### src/hw/rtl/ifp_pkg.sv
package ifp_pkg;

  localparam int FRAME_BYTES_DEF   = 32;
  localparam int CHANNEL_COUNT_DEF = 14;

  localparam logic [7:0]  HDR_FIRST  = 8'h20;
  localparam logic [7:0]  HDR_SECOND = 8'h40;
  localparam logic [15:0] SUM_START  = 16'hFFFF;

  localparam logic [15:0] LIMIT_HIGH     = 16'd2000;
  localparam logic [15:0] LIMIT_LOW      = 16'd900;
  localparam logic [15:0] LIMIT_LOW_THR  = 16'd1000;
  localparam logic [15:0] FALLBACK_STICK = 16'd1500;
  localparam logic [15:0] FALLBACK_LOW   = 16'd1000;

  localparam logic [7:0] CH_THROTTLE  = 8'd2;
  localparam logic [7:0] CH_AUX       = 8'd4;
  localparam logic [7:0] CH_LAST_RULE = 8'd4;

  typedef enum logic [1:0] {
    ST_HUNT,
    ST_FETCH,
    ST_CLAMP,
    ST_SEND
  } state_t;

  typedef enum logic [1:0] {
    RULE_PASS,
    RULE_STICK,
    RULE_THROTTLE,
    RULE_AUX
  } rule_t;

endpackage

### src/hw/rtl/ifp_if.sv
interface ifp_byte_if;
  logic       valid;
  logic       ready;
  logic [7:0] rx_byte;

  modport source (output valid, output rx_byte, input ready);
  modport sink (input valid, input rx_byte, output ready);
endinterface

interface ifp_chan_if;
  logic        valid;
  logic        ready;
  logic [3:0]  channel_index;
  logic [15:0] raw_value;
  logic [15:0] conditioned_value;
  logic        last_channel;

  modport source (
    output valid, output channel_index, output raw_value,
    output conditioned_value, output last_channel, input ready
  );
  modport sink (
    input valid, input channel_index, input raw_value,
    input conditioned_value, input last_channel, output ready
  );
endinterface

### src/hw/rtl/ifp_frame_store.sv
module ifp_frame_store
  import ifp_pkg::*;
#(
  parameter int FRAME_BYTES = FRAME_BYTES_DEF,
  localparam int AW = $clog2(FRAME_BYTES)
) (
  input  logic          clk,
  input  logic          wr_en,
  input  logic [AW-1:0] wr_addr,
  input  logic [7:0]    wr_data,
  input  logic          rd_en,
  input  logic [AW-1:0] rd_addr_lo,
  input  logic [AW-1:0] rd_addr_hi,
  output logic [7:0]    rd_data_lo,
  output logic [7:0]    rd_data_hi
);

  logic [7:0] mem [FRAME_BYTES];

  always_ff @(posedge clk) begin
    if (wr_en) begin
      mem[wr_addr] <= wr_data;
    end
  end

  always_ff @(posedge clk) begin
    if (rd_en) begin
      rd_data_lo <= mem[rd_addr_lo];
      rd_data_hi <= mem[rd_addr_hi];
    end
  end

endmodule

### src/hw/rtl/ifp_clamp.sv
module ifp_clamp
  import ifp_pkg::*;
(
  input  rule_t       rule,
  input  logic [15:0] value,
  output logic [15:0] result
);

  logic [15:0] lo_limit;
  logic [15:0] lo_value;

  always_comb begin
    case (rule)
      RULE_THROTTLE: begin
        lo_limit = LIMIT_LOW_THR;
        lo_value = FALLBACK_LOW;
      end
      RULE_AUX: begin
        lo_limit = LIMIT_LOW;
        lo_value = FALLBACK_LOW;
      end
      default: begin
        lo_limit = LIMIT_LOW;
        lo_value = FALLBACK_STICK;
      end
    endcase
  end

  always_comb begin
    if (rule == RULE_PASS) begin
      result = value;
    end else if (value < lo_limit) begin
      result = lo_value;
    end else if (value > LIMIT_HIGH) begin
      result = LIMIT_HIGH;
    end else begin
      result = value;
    end
  end

endmodule

### src/hw/rtl/ibus_frame_parser_unit.sv
// receiver frame decoder, one serial byte per item on rx, one channel per item on chan
// rx carries rx_byte; bytes are taken one per cycle while the block hunts or fills a frame
// a frame is 0x20, 0x40, channel bytes, then a little-endian checksum in the last two bytes
// the checksum is 0xffff minus the 16-bit sum of all earlier bytes of the frame
// a bad second byte or a bad checksum drops the frame silently
// after a good frame, chan gives CHANNEL_COUNT items with index, raw and clamped value,
// last_channel set on the final one; rx is not ready during this burst
// each channel goes through the frame store read port and the clamp unit in turn:
// fetch, clamp, send; the next channel is fetched only once chan has taken this one
// after the last frame byte, fetch and clamp run before the first channel is valid
// a stall on chan holds the current item and its values until ready returns
// reset puts the block in hunt mode with byte position zero and the sum at 0xffff;
// the frame store is not cleared, every entry read is written in the same frame
module ibus_frame_parser_unit
  import ifp_pkg::*;
#(
  parameter int FRAME_BYTES   = FRAME_BYTES_DEF,
  parameter int CHANNEL_COUNT = CHANNEL_COUNT_DEF
) (
  input  logic        clk,
  input  logic        rst,
  ifp_byte_if.sink    rx,
  ifp_chan_if.source  chan
);

  localparam int AW = $clog2(FRAME_BYTES);
  localparam int CW = $clog2(CHANNEL_COUNT + 1);
  localparam int LW = $clog2(2 * CHANNEL_COUNT + FRAME_BYTES + 4);

  state_t state;
  state_t state_next;

  logic [AW-1:0] pos;
  logic [15:0]   sum;
  logic [7:0]    prev;
  logic [CW-1:0] chan_k;
  logic          in_range;

  logic [3:0]    out_index;
  logic [15:0]   out_raw;
  logic [15:0]   out_cond;
  logic          out_last;

  logic          rx_take;
  logic          chan_take;
  logic          rd_en;
  logic          frame_end;
  logic          sum_ok;
  logic          is_last;
  logic [LW-1:0] lo_addr;
  logic [LW-1:0] hi_addr;
  logic [7:0]    rd_lo;
  logic [7:0]    rd_hi;
  logic [7:0]    k_wide;
  logic [15:0]   raw_now;
  logic [15:0]   cond_now;
  rule_t         rule;

  assign rx_take   = rx.valid && rx.ready;
  assign chan_take = chan.valid && chan.ready;
  assign frame_end = (pos == AW'(FRAME_BYTES - 1));
  assign sum_ok    = ({rx.rx_byte, prev} == sum);
  assign is_last   = (chan_k == CW'(CHANNEL_COUNT - 1));

  assign lo_addr = (LW'(chan_k) << 1) + LW'(2);
  assign hi_addr = lo_addr + LW'(1);
  assign k_wide  = 8'(chan_k);

  always_comb begin
    if (k_wide == CH_THROTTLE) begin
      rule = RULE_THROTTLE;
    end else if (k_wide == CH_AUX) begin
      rule = RULE_AUX;
    end else if (k_wide <= CH_LAST_RULE) begin
      rule = RULE_STICK;
    end else begin
      rule = RULE_PASS;
    end
  end

  // next state
  always_comb begin
    state_next = state;
    case (state)
      ST_HUNT: begin
        if (rx_take && pos != '0 && frame_end && sum_ok) begin
          state_next = ST_FETCH;
        end
      end
      ST_FETCH: begin
        state_next = ST_CLAMP;
      end
      ST_CLAMP: begin
        state_next = ST_SEND;
      end
      ST_SEND: begin
        if (chan_take) begin
          state_next = out_last ? ST_HUNT : ST_FETCH;
        end
      end
      default: begin
        state_next = ST_HUNT;
      end
    endcase
  end

  // outputs
  always_comb begin
    rx.ready   = 1'b0;
    chan.valid = 1'b0;
    rd_en      = 1'b0;
    case (state)
      ST_HUNT:  rx.ready = 1'b1;
      ST_FETCH: rd_en = 1'b1;
      ST_SEND:  chan.valid = 1'b1;
      default: begin
        rx.ready = 1'b0;
      end
    endcase
  end

  always_ff @(posedge clk) begin
    if (rst) begin
      state <= ST_HUNT;
    end else begin
      state <= state_next;
    end
  end

  // frame tracking
  always_ff @(posedge clk) begin
    if (rst) begin
      pos <= '0;
      sum <= SUM_START;
    end else if (rx_take) begin
      if (pos == '0) begin
        if (rx.rx_byte == HDR_FIRST) begin
          pos <= AW'(1);
          sum <= SUM_START - 16'(rx.rx_byte);
        end
      end else if (pos == AW'(1) && rx.rx_byte != HDR_SECOND) begin
        pos <= '0;
      end else if (frame_end) begin
        pos <= '0;
      end else begin
        pos <= pos + AW'(1);
        if (pos < AW'(FRAME_BYTES - 2)) begin
          sum <= sum - 16'(rx.rx_byte);
        end
      end
    end
  end

  always_ff @(posedge clk) begin
    if (rx_take) begin
      prev <= rx.rx_byte;
    end
  end

  // channel counter
  always_ff @(posedge clk) begin
    if (rst) begin
      chan_k <= '0;
    end else if (state == ST_HUNT) begin
      chan_k <= '0;
    end else if (chan_take) begin
      chan_k <= chan_k + CW'(1);
    end
  end

  always_ff @(posedge clk) begin
    if (rd_en) begin
      in_range <= (hi_addr < LW'(FRAME_BYTES));
    end
  end

  ifp_frame_store #(
    .FRAME_BYTES (FRAME_BYTES)
  ) u_store (
    .clk        (clk),
    .wr_en      (rx_take && (pos != '0 || rx.rx_byte == HDR_FIRST)),
    .wr_addr    (pos),
    .wr_data    (rx.rx_byte),
    .rd_en      (rd_en),
    .rd_addr_lo (lo_addr[AW-1:0]),
    .rd_addr_hi (hi_addr[AW-1:0]),
    .rd_data_lo (rd_lo),
    .rd_data_hi (rd_hi)
  );

  assign raw_now = in_range ? {rd_hi, rd_lo} : 16'd0;

  ifp_clamp u_clamp (
    .rule   (rule),
    .value  (raw_now),
    .result (cond_now)
  );

  always_ff @(posedge clk) begin
    if (state == ST_CLAMP) begin
      out_index <= 4'(chan_k);
      out_raw   <= raw_now;
      out_cond  <= cond_now;
      out_last  <= is_last;
    end
  end

  assign chan.channel_index     = out_index;
  assign chan.raw_value         = out_raw;
  assign chan.conditioned_value = out_cond;
  assign chan.last_channel      = out_last;

endmodule

### src/flat_wrapper.sv
// flat-port wrapper written by rule: the top's interface ports become plain ports
module ibus_frame_parser_unit_flat import ifp_pkg::*;
#(
  parameter int FRAME_BYTES   = FRAME_BYTES_DEF,
  parameter int CHANNEL_COUNT = CHANNEL_COUNT_DEF
)
  (clk, rst, rx_valid, rx_rx_byte, rx_ready, chan_valid, chan_channel_index, chan_raw_value, chan_conditioned_value, chan_last_channel, chan_ready);
  ifp_byte_if rx_i ();
  ifp_chan_if chan_i ();
  input  logic clk;
  input  logic rst;
  input wire logic [$bits(rx_i.valid)-1:0] rx_valid;
  input wire logic [$bits(rx_i.rx_byte)-1:0] rx_rx_byte;
  output wire logic [$bits(rx_i.ready)-1:0] rx_ready;
  output wire logic [$bits(chan_i.valid)-1:0] chan_valid;
  output wire logic [$bits(chan_i.channel_index)-1:0] chan_channel_index;
  output wire logic [$bits(chan_i.raw_value)-1:0] chan_raw_value;
  output wire logic [$bits(chan_i.conditioned_value)-1:0] chan_conditioned_value;
  output wire logic [$bits(chan_i.last_channel)-1:0] chan_last_channel;
  input wire logic [$bits(chan_i.ready)-1:0] chan_ready;
  assign rx_i.valid = rx_valid;
  assign rx_i.rx_byte = rx_rx_byte;
  assign rx_ready = rx_i.ready;
  assign chan_valid = chan_i.valid;
  assign chan_channel_index = chan_i.channel_index;
  assign chan_raw_value = chan_i.raw_value;
  assign chan_conditioned_value = chan_i.conditioned_value;
  assign chan_last_channel = chan_i.last_channel;
  assign chan_i.ready = chan_ready;
  ibus_frame_parser_unit #(.FRAME_BYTES(FRAME_BYTES), .CHANNEL_COUNT(CHANNEL_COUNT)) u_core (.clk(clk), .rst(rst), .rx(rx_i), .chan(chan_i));
endmodule
### config.mk
export PLATFORM = sky130hd
export DESIGN_NAME = ibus_frame_parser_unit_flat
export DESIGN_NICKNAME = d
export VERILOG_FILES = /design/src/hw/rtl/ifp_pkg.sv /design/src/hw/rtl/ifp_if.sv /design/src/hw/rtl/ifp_frame_store.sv /design/src/hw/rtl/ifp_clamp.sv /design/src/hw/rtl/ibus_frame_parser_unit.sv /design/src/flat_wrapper.sv
export SDC_FILE = /design/constraint.sdc
export NUM_CORES = 1
export LEC_CHECK = 0
export BUFFER_PORTS_ARGS = -buffer_cell sky130_fd_sc_hd__buf_2
export CORE_MARGIN = 2
export CORE_UTILIZATION = 45
export DETAILED_ROUTE_END_ITERATION = 7
export GPL_ROUTABILITY_DRIVEN = 0
export PLACE_DENSITY = 0.64
export SETUP_SLACK_MARGIN = 0.1
export SYNTH_ARGS = -nofsm -noshare
export SYNTH_HDL_FRONTEND = slang
export SYNTH_SLANG_ARGS = --single-unit
export TNS_END_PERCENT = 10
### constraint.sdc
create_clock -name clk -period 4 [get_ports clk]
set_clock_uncertainty 0.1 [all_clocks]
set_input_delay 1 -clock clk [delete_from_list [all_inputs] [get_ports clk]]
set_output_delay 1 -clock clk [all_outputs]
set_load 0.05 [all_outputs]
==> results.sh, run 1 <==
export IMPL_initial_utilization_pct=45.52
export IMPL_finalSetupTns_ps=0
export IMPL_cts_setup_buffers=0
export IMPL_status="finished, final reports clean"
export IMPL_grt_pass1_wl_um=44750
export IMPL_synth_distinct_cells=70
export IMPL_fp_dieArea_um2=33280
export IMPL_critPathKind="reg -> reg"
export IMPL_setup_viol_count_final=0
export IMPL_drtIter0Drc=641
export IMPL_cp_required_ps=4140
export IMPL_final_nets=933
export IMPL_drv_slew=0
export IMPL_maxCapViolCount=0
export IMPL_cts_tree="done"
export IMPL_hpwl_um=19410
export IMPL_cellPowerDensity_nw_per_um2=439.9
export IMPL_syn_instance_count=788
export IMPL_min_period_ps=2868
export IMPL_ys_seq_area_share_pct=70.43
export IMPL_io_pins=51
export IMPL_fmax_ghz=0.3487
export IMPL_die_w_um=182.4
export IMPL_drc_errors=0
export IMPL_worstSetupEndpointType="flop"
export IMPL_hold_class="reg -> reg"
export IMPL_netlist_area_um2=14330
export IMPL_rsz0062_at_grt="no"
export IMPL_drt_wirelength_per_cell_um=21.96
export IMPL_ys_ff_latch=345
export IMPL_ys_warn_count=0
export IMPL_cts_resized=0
export IMPL_synth_nets=825
export IMPL_routed_wl_um=29010
export IMPL_critPathMaxFanout=41
export IMPL_cp_slowest_cell="mux4_1"
export IMPL_grt_max_degree=66
export IMPL_path_clk_slew_ps=60
export IMPL_grt_pass1_vias=7330
export IMPL_worst_pin_slew_ps=858.1
export IMPL_avgSynthCellArea_um2=18.18
export IMPL_ir_drop_uv=286.4
export IMPL_area_delta_synth_final_pct=14.64
export IMPL_max_stage_delay_ps=650
export IMPL_instances_no_fill=1321
export IMPL_dpl_cell_count=1260
export IMPL_cp_start_kind="flop"
export IMPL_synth_flop_cell="edfxtp_1"
export IMPL_synth_edf_count=318
export IMPL_vias=7382
export IMPL_gr_usage_all_layers_pct=18.01
export IMPL_critPathMostFrequentCell="buf_4"
export IMPL_fp_row_count=65
export IMPL_htreeDepth=2
export IMPL_arrival_ps=3010
export IMPL_utilization_pct=52.18
export IMPL_drt_pre_antenna_iters=5
export IMPL_antenna_left=0
export IMPL_grt_overflow_total=0
export IMPL_clockBufferDepth=3
export IMPL_path_cells="buf_4, ha_1, xnor2_2, buf_4, mux4_1"
export IMPL_antenna_found_initial=0
export IMPL_power_static_leakage_nw=5.412
export IMPL_io_buffers=50
export IMPL_cts_made_buffers=36
export IMPL_final_hold_viol_count=0
export IMPL_holdBufCountCts=0
export IMPL_vias_per_cell=5.588
export IMPL_ys_async_sr_fraction_pct=0
export IMPL_root_buffer="clkbuf_16"
export IMPL_antennaDiodeCount=0
export IMPL_drive_gt1_share_pct=27.75
export IMPL_worst_skew_pair_late_latency_ps=510
export IMPL_coreArea_um2=31470
export IMPL_fin_crit_sh_pct=71.69
export IMPL_slew_headroom_pct=42.72
export IMPL_cts_sinks=345
export IMPL_die_height_um=182.4
-- area by class of cell --
cell class | count | area (um^2)
sequential | 345 | 10090
clock buffer | 45 | 955.9
tap | 402 | 503.0
inverter | 26 | 97.59
timing repair buffer | 100 | 638.1
multi-input combinational | 387 | 3981
fill | 2537 | 15050
clock inverter | 16 | 153.9
-- critical path: cells and delay by family (launching register included) --
kind                       cells  cell delay, ps
DFF                            1             350
xor gates and xnor gates       1             140
adders and majority gates      1             390
buffers and inverters          2             950
muxes                          1             650
-- placed cells by master, fill, tap and decap left out, types with 7 or more instances in the layout --
cell,instances
edfxtp_1,318
mux4_2,78
buf_2,50
buf_4,49
nor2_1,48
clkbuf_16,37
inv_1,26
dfxtp_1,26
ha_1,23
nor3_1,20
xnor2_1,20
and2_1,19
nand2_1,19
a21oi_1,12
nand3_1,11
o21ai_0,10
nand2b_1,8
clkbuf_1,8
nand3b_1,7
mux2i_1,7
a31oi_1,7
-- per-stage QoR --
step	setup slack, ps	instance area, um^2	power [mW]	hold slack [ps]
global placement	706.0	15310	4.134	402.9
finish	1132	16420	7.225	423.9
global route	903.4	16420	7.449	458.1
CTS	1011	16420	7.299	426.0
floorplan	770.5	14330	4.057	324.4
detailed placement	640.1	15310	4.137	413.8
-- cells by family (layout without fill, tap and decap cells) --
logic type                 count (synthesis)  after routing  share of synthesized area (%)
DFF                                      345            345                          70.43
AOI/OAI and AO/OA                         71             71                          3.913
adders and majority gates                 25             25                          2.236
muxes                                     87             87                          13.12
buffers and inverters                     56            187                          1.851
and+or+nand+nor                          180            180                          6.987
xor gates and xnor gates                  24             24                          1.467
-- cell usage after synthesis (2+ instances only) --
library cell	number	area, um^2
xor2_1	3	26.28
nand3b_1	7	52.55
nand2b_1	8	50.05
o21a_1	3	22.52
a211o_1	3	26.28
o211ai_1	2	15.01
mux2i_1	7	70.07
and3_1	2	12.51
o211a_1	2	20.02
nor2b_1	4	25.02
a211oi_1	6	45.04
nor4b_1	2	17.52
nor4_1	6	37.54
or3_1	5	31.28
nand2_1	19	71.32
buf_6	4	45.04
ha_1	24	300.3
nand4b_1	2	17.52
o31ai_1	3	22.52
a31oi_1	7	43.79
nor3_1	20	100.1
nand3_1	11	55.05
clkbuf_1	15	56.30
a22oi_1	3	22.52
or2_2	3	18.77
xnor2_1	21	183.9
mux4_1	2	52.55
nand4_1	5	31.28
inv_1	26	97.59
nor2_1	48	180.2
and2_1	19	118.9
o21ai_0	10	50.05
a32oi_1	2	17.52
edfxtp_1	318	9549
a2111oi_2	3	45.04
a21oi_1	12	60.06
and4_1	3	26.28
buf_2	8	40.04
and2_2	6	45.04
dfxtp_1	27	540.5
mux4_2	78	1757
-- registers in the layout, summed over array words and instances, names as in the netlist, 5 cells and up --
signal	count
u_core.chan.raw_value	16
u_core.prev	8
u_core.u_store.rd_data_hi	8
u_core.u_store.rd_data_lo	8
u_core.sum	16
u_core.pos	5
u_core.chan.conditioned_value	16
u_core.u_store.mem	256
-- path summary, 6_finish.rpt --
kind | from | to | slack, ps | cells after the start
worst min-delay path | u_core.sum[0] | u_core.sum[0] | 420 | 1
worst max register to register | u_core.chan_k[0] | u_core.u_store.rd_data_lo[7] | 1130 | 5
worst max-delay path | u_core.chan_k[0] | u_core.u_store.rd_data_lo[7] | 1130 | 5
worst min register to register | u_core.sum[0] | u_core.sum[0] | 420 | 1
-- where the power goes --
part           total (mW)  switching (mW)  internal [mW]
logic               0.127          0.0934         0.0338
registers            3.93         0.00240           3.93
clock network        3.17            1.29           1.88
total                7.23            1.38           5.84
-- routing by layer --
| metal | GRT usage (%) | vias up | share of wire, % |
|---|---|---|---|
| li1 | - | 3381 | - |
| met3 | 2.674 | 40 | 4.7 |
| met5 | 0 | - | 0 |
| met1 | 25.41 | 3777 | 45 |
| met4 | 4.548 | 0 | 1.8 |
| met2 | 29.77 | 184 | 49 |
Note: power is estimated with default switching activity, not from simulation.
==> run 2: changes to the inputs <==
Settings changed: ABC_AREA from default to 1, PLACE_DENSITY 0.64 to 0.66.
Clock period 4 ns to 2.5 ns, I/O delays scaled along.
==> run 2 against run 1 <==
Effect of this change:
- first-iteration DRC count increased by 33%
- via count increased by 36%
- synthesized area increased by 4.6%
- sequential cell count unchanged
- wire length increased by 18%
- global-route usage increased by 1.4 points
- cell area increased by 5.4%
- critical endpoint is now u_core.state[1]
- largest power group unchanged
- highest routed layer unchanged
==> results.sh, run 2 <==
export IMPL_area_delta_synth_final_pct=15.56
export IMPL_routed_wl_um=34240
export IMPL_critPathMaxFanout=6
export IMPL_fmax_ghz=0.4187
export IMPL_grt_pass1_vias=9365
export IMPL_fp_dieArea_um2=34760
export IMPL_setup_viol_count_final=0
export IMPL_drc_errors=0
export IMPL_cp_start_kind="flop"
export IMPL_grt_max_degree=130
export IMPL_root_buffer="clkbuf_16"
export IMPL_vias=10036
export IMPL_hpwl_um=22260
export IMPL_synth_area_leaders="edfxtp_1 (64%), nor2_1 (6.2%), nand2_1 (4.1%)"
export IMPL_rsz0062_at_grt="yes"
export IMPL_cts_sinks=345
export IMPL_maxCapViolCount=0
export IMPL_cp_slowest_cell="dfxtp_1"
export IMPL_yosys_area_top_type="edfxtp_1"
export IMPL_arrival_ps=2680
export IMPL_final_nets=1437
export IMPL_avgSynthCellArea_um2=11.65
export IMPL_hold_class="in -> reg"
export IMPL_reg2reg_from="u_core.pos[1]"
export IMPL_die_height_um=186.5
export IMPL_status="finished, final reports clean"
export IMPL_synth_distinct_cells=48
export IMPL_yosys_top_cells_count="edfxtp_1 (318), nor2_1 (246), nand2_1 (164)"
export IMPL_io_pins=51
export IMPL_clockBufferDepth=3
export IMPL_rrSetupSlack_ps=110
export IMPL_antenna_left=0
export IMPL_drt_wirelength_per_cell_um=18.35
export IMPL_final_hold_viol_count=0
export IMPL_io_buffers=50
export IMPL_initial_utilization_pct=45.92
export IMPL_netlist_area_um2=14980
export IMPL_largest_register_ffs=256
export IMPL_ys_async_sr_fraction_pct=0
export IMPL_htreeDepth=2
export IMPL_fill_cells=2746
export IMPL_final_cell_mix="edfxtp_1 (318), nor2_1 (246), nand2_1 (163)"
export IMPL_final_common_cell="edfxtp_1"
export IMPL_synth_flop_cell="edfxtp_1"
export IMPL_ys_ff_latch=345
export IMPL_syn_instance_count=1286
export IMPL_grt_pass1_wl_um=52430
export IMPL_cts_made_buffers=36
export IMPL_synth_most_common_cell="edfxtp_1"
export IMPL_drv_slew=0
export IMPL_worst_skew_pair_late_latency_ps=520
export IMPL_antenna_found_initial=1
export IMPL_critPathKind="reg -> reg"
export IMPL_vias_per_cell=5.378
export IMPL_slew_headroom_pct=45.43
export IMPL_path_cells="ha_1, nand2_1, nor2_1, ha_1, inv_1, a21oi_1, nand3_1, nor2_1, nand3_1, nand2_1, nand2_1, nand2_1, a21oi_1"
export IMPL_totalPowerFinal_mw=11.54
export IMPL_synth_edf_count=318
export IMPL_drive_gt1_share_pct=15.59
export IMPL_path_clk_slew_ps=60
export IMPL_holdBufCountCts=0
export IMPL_cts_tree="done"
export IMPL_synth_top_area_share_pct=63.75
export IMPL_fin_crit_sh_pct=95.53
export IMPL_drtIter0Drc=853
export IMPL_grt_overflow_total=0
export IMPL_instances_no_fill=1866
export IMPL_final_area_um2=17310
export IMPL_ir_drop_uv=510.2
export IMPL_ys_warn_count=0
export IMPL_min_period_ps=2388
export IMPL_fp_row_count=66
export IMPL_rr_worst_depth=13
export IMPL_r2r_end="u_core.state[1]"
export IMPL_placed_cell_area_um2=16190
export IMPL_cellPowerDensity_nw_per_um2=666.7
export IMPL_critPathLaunch="u_core.pos[1]"
export IMPL_worst_pin_slew_ps=818.5
export IMPL_power_static_leakage_nw=6.338
export IMPL_dpl_cell_count=1804
export IMPL_die_w_um=186.5
export IMPL_max_stage_delay_ps=440
export IMPL_critPathMostFrequentCell="nand2_1"
export IMPL_ys_seq_area_share_pct=67.36
export IMPL_synth_nets=1323
export IMPL_coreArea_um2=32620
export IMPL_crit_end="u_core.state[1]"
export IMPL_cp_required_ps=2800
export IMPL_gr_usage_all_layers_pct=19.37
export IMPL_hold_slack_ps=352.0
export IMPL_drt_pre_antenna_iters=5
export IMPL_top_register="u_core.u_store.mem"
export IMPL_worstSetupEndpointType="flop"
export IMPL_antennaDiodeCount=0
run 2: worst min path at each step:
stage | from | end | cells after the start
CTS | rst | u_core.state[1] | 2
detailed placement | u_core.sum[0] | u_core.sum[0] | 2
finish | rst | u_core.state[1] | 2
global route | rst | u_core.state[1] | 2
floorplan | u_core.chan_k[2] | u_core.chan.channel_index[2] | 0
global placement | u_core.sum[0] | u_core.sum[0] | 2
run 2: area by class of cell:
cell class	count	area, um^2	share of cell area, %
clock buffer	46	959.7	5.544
clock inverter	16	135.1	0.7806
tap	442	553.0	3.195
inverter	90	341.6	1.973
multi-input combinational	791	4249	24.55
sequential	345	10090	58.31
timing repair buffer	136	978.4	5.652
run 2: per-layer routing:
metal  track usage (%)  vias up  routed length [um]
li1                  -     4822                   -
met1             26.15     4854               14710
met2             32.43      309               16600
met3             3.555       51                2220
met4             5.159        0                 704
met5                 0        -                   0
run 2: cells by family (layout without fill, tap and decap cells):
kind of cell	count (synthesis)	count (layout)	synth area share, %
AOI/OAI and AO/OA	218	218	9.314
xor gates and xnor gates	8	8	0.6432
adders and majority gates	25	25	2.138
buffers and inverters	150	288	4.494
DFF	345	345	67.36
muxes	17	17	1.136
and+or+nand+nor	523	523	14.92
run 2: through the flow:
step                TNS, ps  util (%)  setup WS [ps]
global placement     -13170     49.64         -130.6
global route              0     53.07          32.67
finish                    0     53.07          111.8
CTS                       0     52.99          155.0
floorplan                 0         -          34.19
detailed placement   -21280     49.64         -158.3
run 2: repair_timing:
action / in CTS / in global routing
setup endpoints to repair: 0 / 251
buffers inserted: 0 / 0
resized for setup: 0 / 6
run 2: power breakdown:
group	internal [mW]	total [mW]	switching (mW)
Clock	2.92	5.00	2.08
Combinational	0.0679	0.244	0.176
Sequential	6.29	6.29	0.00570
run 2: worst max-delay path, delay by kind of cell, from the launching register on:
kind	cells	cell delay (ps)
AOI/OAI and AO/OA	2	160
adders and majority gates	2	390
buffers and inverters	1	60
DFF	1	440
and+or+nand+nor	8	1110
==> run 3: changes to the inputs <==
Settings changed: RECOVER_POWER from default to 50.
==> run 3 against run 2 <==
Effect of this change:
- the flow now finishes with violations (max-capacitance violations, max-slew violations)
- sequential cell count did not move
- die area unchanged
- utilization shrank 0.22 points
- combinational power fell by 3%
- clock power is essentially flat
- cell area fell by 0.42%
- highest routed layer unchanged
- power hardly changed
- largest power group unchanged
- hold slack better by 8.1 ps
- sequential power about the same
==> results.sh, run 3 (same netlist as run 2, synthesis figures left out) <==
export IMPL_rsz0062_at_grt="yes"
export IMPL_worstSetupEndpointType="flop"
export IMPL_status="finished with violations"
export IMPL_critPathMaxFanout=6
export IMPL_vias=10034
export IMPL_final_nets=1437
export IMPL_drt_pre_antenna_iters=5
export IMPL_drv_slew=68
export IMPL_slew_headroom_pct=-27.76
export IMPL_final_area_um2=17240
export IMPL_area_delta_synth_final_pct=15.08
export IMPL_placed_cell_area_um2=16190
export IMPL_coreArea_um2=32620
export IMPL_gr_usage_all_layers_pct=19.37
export IMPL_antenna_left=0
export IMPL_utilization_pct=52.85
export IMPL_critPathLaunch="u_core.pos[1]"
export IMPL_holdCritStartpoint="rst"
export IMPL_worst_skew_pair_late_latency_ps=520
export IMPL_violations="max-capacitance violations, max-slew violations"
export IMPL_crit_end="u_core.state[1]"
export IMPL_grt_pass1_wl_um=52430
export IMPL_drt_wirelength_per_cell_um=18.43
export IMPL_drive_gt1_share_pct=13.76
export IMPL_min_period_ps=2305
export IMPL_holdBufCountCts=0
export IMPL_worst_pin_slew_ps=1916
export IMPL_root_buffer="clkbuf_16"
export IMPL_r2r_end="u_core.state[1]"
export IMPL_cp_start_kind="flop"
export IMPL_antenna_found_initial=0
export IMPL_critPathKind="reg -> reg"
export IMPL_maxCapViolCount=2
export IMPL_initial_utilization_pct=45.92
export IMPL_fmax_ghz=0.4338
export IMPL_final_common_cell="edfxtp_1"
export IMPL_ff_latch_area_um2=10090
export IMPL_clockBufferDepth=3
export IMPL_fill_cells=2768
export IMPL_cp_required_ps=2800
export IMPL_routed_wl_um=34390
export IMPL_multi_input_area_um2=4237
export IMPL_antennaDiodeCount=0
export IMPL_largest_register_ffs=256
export IMPL_arrival_ps=2600
export IMPL_rrSetupSlack_ps=190
export IMPL_min_path_cells=2
export IMPL_vias_per_cell=5.377
export IMPL_grt_pass1_vias=9365
export IMPL_cts_tree="done"
export IMPL_final_hold_viol_count=0
export IMPL_hpwl_um=22260
export IMPL_die_w_um=186.5
export IMPL_drtIter0Drc=894
export IMPL_rr_worst_depth=13
export IMPL_path_clk_slew_ps=60
export IMPL_io_pins=51
export IMPL_cts_made_buffers=36
export IMPL_htreeDepth=2
export IMPL_final_cell_mix="edfxtp_1 (318), nor2_1 (246), nand2_1 (168)"
export IMPL_setup_viol_count_final=0
export IMPL_hold_class="in -> reg"
export IMPL_io_buffers=50
export IMPL_grt_max_degree=130
export IMPL_die_height_um=186.5
export IMPL_reg2reg_from="u_core.pos[1]"
export IMPL_drc_errors=0
export IMPL_cts_sinks=345
export IMPL_power_static_leakage_nw=6.266
export IMPL_top_register="u_core.u_store.mem"
export IMPL_fp_dieArea_um2=34760
export IMPL_fp_row_count=66
export IMPL_ir_drop_uv=513.4
export IMPL_totalPowerFinal_mw=11.54
export IMPL_hold_slack_ps=360.1
export IMPL_grt_overflow_total=0
export IMPL_cellPowerDensity_nw_per_um2=669.6
export IMPL_fin_crit_sh_pct=92.22
==> run 3: power by group <==
part / switching, mW / leakage [nW] / total (mW) / internal, mW
registers: 0.00567 / 3.12 / 6.30 / 6.29
logic: 0.178 / 2.62 / 0.236 / 0.0579
clock network: 2.09 / 0.531 / 5.01 / 2.92
==> run 3: metal layers <==
| metal | vias up | track usage, % | part of all wire, % |
|---|---|---|---|
| met3 | 54 | 3.555 | 6.3 |
| li1 | 4820 | - | - |
| met4 | 0 | 5.159 | 2.0 |
| met1 | 4868 | 26.15 | 43 |
| met5 | - | 0 | 0 |
| met2 | 292 | 32.43 | 48 |
==> run 3: repair_timing <==
action                                  4_1_cts  5_1_grt
buffers inserted                              0        0
endpoints found under the setup margin        0      251
resized for setup                             0        6
endpoints found under the hold margin         0        0
==> run 3: worst max-delay path, stage by stage, from the launching register on <==
cell and delay, ps:
dfxtp_1 430, ha_1 220, nand2_1 90, nor2_1 130, ha_1 160, inv_1 60, a21oi_1 110, nand3_1 90
nor2_1 220, nand3_1 230, nand2_1 160, nand2_1 80, nand2_1 60, a21oi_1 50
==> run 3: worst min path at each step <==
stage,to,slack (ps)
floorplan,u_core.chan.channel_index[2],330
global placement,u_core.sum[0],360
detailed placement,u_core.sum[0],360
CTS,u_core.state[1],340
global route,u_core.state[1],370
finish,u_core.state[1],360
==> run 3: area by class of cell <==
cell class | count | share of cell area (%)
Clock inverter | 16 | 0.7839
Tap cell | 442 | 3.208
Sequential cell | 345 | 58.55
Inverter | 90 | 1.982
Clock buffer | 46 | 5.567
Timing Repair Buffer | 136 | 5.328
Multi-Input combinational cell | 791 | 24.58
==> run 3: per-stage QoR <==
step | TNS (ps) | cells | setup slack (ps)
after floorplan | 0 | 1286 | 34.19
after global placement | -13170 | 1804 | -130.6
after detailed placement | -21280 | 1804 | -158.3
after CTS | 0 | 1866 | 155.0
after global routing | 0 | 1866 | 32.78
final | 0 | 1866 | 194.5
